## src/sv/fcrc_pkg.sv

```systemverilog
// Shared types, codes and the CRC-16 byte update for the file receive checker.
// No dependencies; used by fcrc_cfg_regs and the top level.
package fcrc_pkg;

  localparam int KIND_W   = 3;
  localparam int STATUS_W = 3;
  localparam int ADDR_W   = 4;

  // Input kinds
  localparam logic [KIND_W-1:0] KIND_START = 3'd0;
  localparam logic [KIND_W-1:0] KIND_CHUNK = 3'd1;
  localparam logic [KIND_W-1:0] KIND_DATA  = 3'd2;
  localparam logic [KIND_W-1:0] KIND_END   = 3'd3;
  localparam logic [KIND_W-1:0] KIND_ABORT = 3'd4;

  // Result status codes
  localparam logic [STATUS_W-1:0] STATUS_OK        = 3'd0;
  localparam logic [STATUS_W-1:0] STATUS_TOO_BIG   = 3'd1;
  localparam logic [STATUS_W-1:0] STATUS_SEQ_ERR   = 3'd2;
  localparam logic [STATUS_W-1:0] STATUS_OVERFLOW  = 3'd3;
  localparam logic [STATUS_W-1:0] STATUS_CRC_ERR   = 3'd4;
  localparam logic [STATUS_W-1:0] STATUS_IGNORED   = 3'd5;

  // Register indexes (word address bits)
  localparam logic [1:0] REG_CRC_INIT  = 2'd0;
  localparam logic [1:0] REG_CRC_XOR   = 2'd1;
  localparam logic [1:0] REG_MAX_BYTES = 2'd2;

  localparam logic [15:0] CRC_INIT_RST  = 16'hFFFF;
  localparam logic [15:0] CRC_XOR_RST   = 16'h0000;
  localparam logic [31:0] MAX_BYTES_RST = 32'd16777216;

  localparam logic [15:0] CRC_POLY = 16'h1021;
  localparam logic [7:0]  PKT_WRAP = 8'd255;

  typedef struct packed {
    logic [15:0] crc_init;
    logic [15:0] crc_xor;
    logic [31:0] max_bytes;
  } cfg_t;

  // CRC-16-CCITT, MSB first, one byte unrolled over eight bit steps
  function automatic logic [15:0] crc16_byte(input logic [15:0] crc_in, input logic [7:0] b);
    logic [15:0] c;
    c = crc_in ^ {b, 8'h00};
    for (int i = 0; i < 8; i++) begin
      if (c[15]) begin
        c = {c[14:0], 1'b0} ^ CRC_POLY;
      end else begin
        c = {c[14:0], 1'b0};
      end
    end
    return c;
  endfunction

endpackage

```

## src/sv/fcrc_cfg_regs.sv

```systemverilog
// APB-style configuration registers of the file receive checker.
// Depends on fcrc_pkg for register indexes, reset values and cfg_t.
module fcrc_cfg_regs (
  input  logic                       clk,
  input  logic                       rst,
  input  logic                       psel,
  input  logic                       penable,
  input  logic                       pwrite,
  input  logic [fcrc_pkg::ADDR_W-1:0] paddr,
  input  logic [31:0]                pwdata,
  output logic [31:0]                prdata,
  output logic                       pready,
  output fcrc_pkg::cfg_t             cfg
);
  import fcrc_pkg::*;

  logic       wr_en;
  logic [1:0] reg_idx;

  assign pready  = 1'b1;
  assign wr_en   = psel && penable && pwrite;
  assign reg_idx = paddr[3:2];

  // Write registers on the access phase
  always_ff @(posedge clk) begin
    if (rst) begin
      cfg.crc_init  <= CRC_INIT_RST;
      cfg.crc_xor   <= CRC_XOR_RST;
      cfg.max_bytes <= MAX_BYTES_RST;
    end else if (wr_en) begin
      unique case (reg_idx)
        REG_CRC_INIT:  cfg.crc_init  <= pwdata[15:0];
        REG_CRC_XOR:   cfg.crc_xor   <= pwdata[15:0];
        REG_MAX_BYTES: cfg.max_bytes <= pwdata;
        default: ;
      endcase
    end
  end

  // Read back the addressed register
  always_comb begin
    unique case (reg_idx)
      REG_CRC_INIT:  prdata = {16'h0000, cfg.crc_init};
      REG_CRC_XOR:   prdata = {16'h0000, cfg.crc_xor};
      REG_MAX_BYTES: prdata = cfg.max_bytes;
      default:       prdata = 32'h0000_0000;
    endcase
  end

endmodule

```

## config.mk

```make
export PLATFORM = sky130hd
export DESIGN_NAME = fcrc_cfg_regs
export DESIGN_NICKNAME = d
export VERILOG_FILES = /design/src/sv/fcrc_pkg.sv /design/src/sv/fcrc_cfg_regs.sv
export SDC_FILE = /design/constraint.sdc
export NUM_CORES = 1
export LEC_CHECK = 0
export BUFFER_PORTS_ARGS = -buffer_cell sky130_fd_sc_hd__buf_2
export CORE_ASPECT_RATIO = 0.6
export CORE_MARGIN = 5
export CORE_UTILIZATION = 43
export DETAILED_ROUTE_END_ITERATION = 7
export HOLD_SLACK_MARGIN = 0.02
export PLACE_DENSITY = 0.76
export SLEW_MARGIN = 20
export SYNTH_ARGS = -nofsm -noshare
export SYNTH_HDL_FRONTEND = slang
export SYNTH_SLANG_ARGS = --single-unit
```

## constraint.sdc

```tcl
create_clock -name clk -period 1 [get_ports clk]
set_input_delay 0.1 -clock clk [delete_from_list [all_inputs] [get_ports clk]]
set_output_delay 0.1 -clock clk [all_outputs]
set_load 0.02 [all_outputs]
```

==> impl_metrics.ini <==
[synthesis]
synth_xor_area_share_pct = 0
yosys_warnings = 0
async_flop_share_pct = 0
yosysMostFrequentCell = mux2i_1
synth-simple-area-share_pct = 27.0
synthFlopType = dfxtp_1
syn_area_um2 = 3190
synth_fp_nets = 379
synth.largest_area_cell = dfxtp_1
synth_top_family_by_area = simple AND/OR/NAND/NOR gates
syn-mean-instance-area_um2 = 9.45
muxShareOfSynthArea_pct = 25.1
yosysUniqueCellTypes = 21
ys_seq_elements = 64
synth_common_cells = mux2i_1 (80), nand2b_1 (78), dfxtp_1 (64)
synthTopCellsByArea = dfxtp_1 (40%), mux2i_1 (25%), nand2b_1 (15%)
ys_seq_area_share_pct = 40.1
synth_cells = 338
synth_edf_count = 0
synthAdderAreaFrac_pct = 0
synth_top_area_share_pct = 40.1
synth-compound-area-share_pct = 2.51

[route]
drt_iter0_drc = 157
first_pass_iters = 7
drtAntennaViolNets = 0
wl_per_cell_um = 16.4
routed_wl_mm = 10.1
vias_per_cell = 4.82
drcViolationCount = 0
vias = 2974

[worst_setup_path]
criticalPathCategory = reg2out
end_kind = primary output
worstPathMaxFanout = 2
cp-start-kind = register
rr_worst_depth = 5
cp.required_ps = 900
reg2reg_from = cfg[15]$_SDFFE_PP0P_
r2r-end = cfg[15]$_SDFFE_PP0P_
crit_arrival_ps = 1070
rrSetupSlack_ps = 90

[floorplanning]
core-area_um2 = 7240
die_h_um = 76.8
ios = 138
rows = 24
die_x_um = 121
initial_utilization_pct = 44.1
dieArea_um2 = 9310

[placed_design]
portBuffers = 134
dp.final_hpwl_mm = 6.31
place_congestion = 0.779
dp.cells = 572

[timing]
max_freq_ghz = 0.851
worst_slack_ps = -175
setup_viol = 26
hold_violations = 0
report.final.slew_viol_count = 0
final.setup_skew_ps = 0
fin_crit_sh_pct = 117
finalCriticalPeriod_ps = 1170
rsz0062_at_grt = true
hold_slack_ps = 30.2

[power_and_ir_drop]
leakage_nw = 2.35
power_mw = 6.72
power_density_nw_per_um2 = 1280
ir_drop_mv = 0.690

[clocking]
cts_num_sinks = 64
clk_pin_slew_ps = 50
cts-buffers-inserted = 9
cts_tree = built
root_buffer = clkbuf_16
clockBufferDepth = 2
hold_buffers = 0
htreeDepth = 3
clk_latency_ps = 320

[final_layout]
register_area_um2 = 1350
layoutNonFillerInstCount = 617
layout-drive-gt1-share_pct = 55.6
largest_reg_flops = 64
top_regs = cfg (64)
regMostFlops = cfg
multiInputGateArea_um2 = 1870
fill_cells = 511
layout.nets = 550
num_antenna_cells = 0
synthToLayoutAreaGrowth_pct = 64.6

[global_routing]
met3_usage_pct = 6.10
overflow = 0
antenna_found_initial = 0
grt_usage_pct = 21.4
grtUsageMet2_pct = 36.9
top_usage_layer = met2
grt_pass1_wl_mm = 15.7
grtUsageMet1_pct = 26.5
grt_max_degree = 46
grt_pass1_vias = 3033

[min_path]
min_to = cfg[30]$_SDFFE_PP0P_
hold_path_class = in2reg
hp-start = pwdata[30]
whs_path_depth = 3

[job]
cap_violations = 0

[run_status]
violations = negative setup slack
status = complete, but fails checks
## worst max-delay path: stages (launching register included)
cell and delay (ps):
dfxtp_2 330, mux2i_2 210, o21ai_2 80, buf_6 130
## how the worst max path moves through the flow
stage,from,endpoint,slack (ps),cells past startpoint
finish,cfg[4]$_SDFFE_PP0P_,prdata[4],-170,3
global route,cfg[12]$_SDFFE_PP0P_,prdata[12],-200,3
CTS,cfg[12]$_SDFFE_PP0P_,prdata[12],-180,3
detailed placement,psel,cfg[28]$_SDFFE_PP0P_,-160,5
global placement,paddr[3],prdata[12],-120,5
floorplan,paddr[3],cfg[48]$_SDFFE_PP1P_,-40,4
## cells in the final DEF, fill, tap and decap left out, drive strengths merged
cell,n
buf,186
mux2i,80
nand2b,78
dfxtp,64
nor2,34
nand2,16
and2,16
o21ai,16
clkbuf,11
nor3b,2
clkinv,2
bufinv,2
nor2b,1
and2b,1
nand3,1
nor3,1
nand4,1
conb,1
## per-stage QoR
| stage | setup slack, ps | utilization [%] | instance area, um2 | setup TNS [ps] |
|---|---|---|---|---|
| 4_1_cts | -180 | 69.5 | 5030 | -2550 |
| 2_1_floorplan | -42.2 | - | 3240 | -422 |
| 5_1_grt | -203 | 72.7 | 5260 | -3820 |
| 3_3_place_gp | -119 | 57.5 | 4160 | -6740 |
| 6_report | -175 | 72.7 | 5260 | -2180 |
| 3_5_place_dp | -159 | 57.5 | 4160 | -9320 |
## cell families (layout without fill, tap and decap cells)
family	count (synthesis)	in the layout
simple gates	151	151
flops	64	64
other cells	1	1
compound gates	16	16
buf+inv	26	201
mux	80	80
## routing by layer
layer	share of wire [%]	wire length, um	vias to the layer above
met4	0.79	80	0
met3	6.0	612	8
li1	-	-	1453
met1	42	4250	1413
met5	0	0	-
met2	51	5190	100
## area by class of cell
type,count,area share (%)
Clock inverter,4,1.33
Clock buffer,11,4.43
Tap cell,104,2.47
Timing Repair Buffer,186,30.5
Multi-Input combinational cell,248,35.6
Sequential cell,64,25.7
## report_power, final
part	leakage, nW	switching (mW)	internal, mW
clock	0.149	1.05	2.16
combinational	1.68	0.442	0.450
sequential	0.527	0.0287	2.58
## timing repair
| item | CTS | global route |
|---|---|---|
| endpoints found under the setup margin | 36 | 59 |
| pin swaps | 9 | 10 |
| setup buffers | 16 | 18 |
| cloned | 1 | 0 |
| resized for setup | 166 | 45 |
No activity file was read; power rests on OpenSTA's default activity.
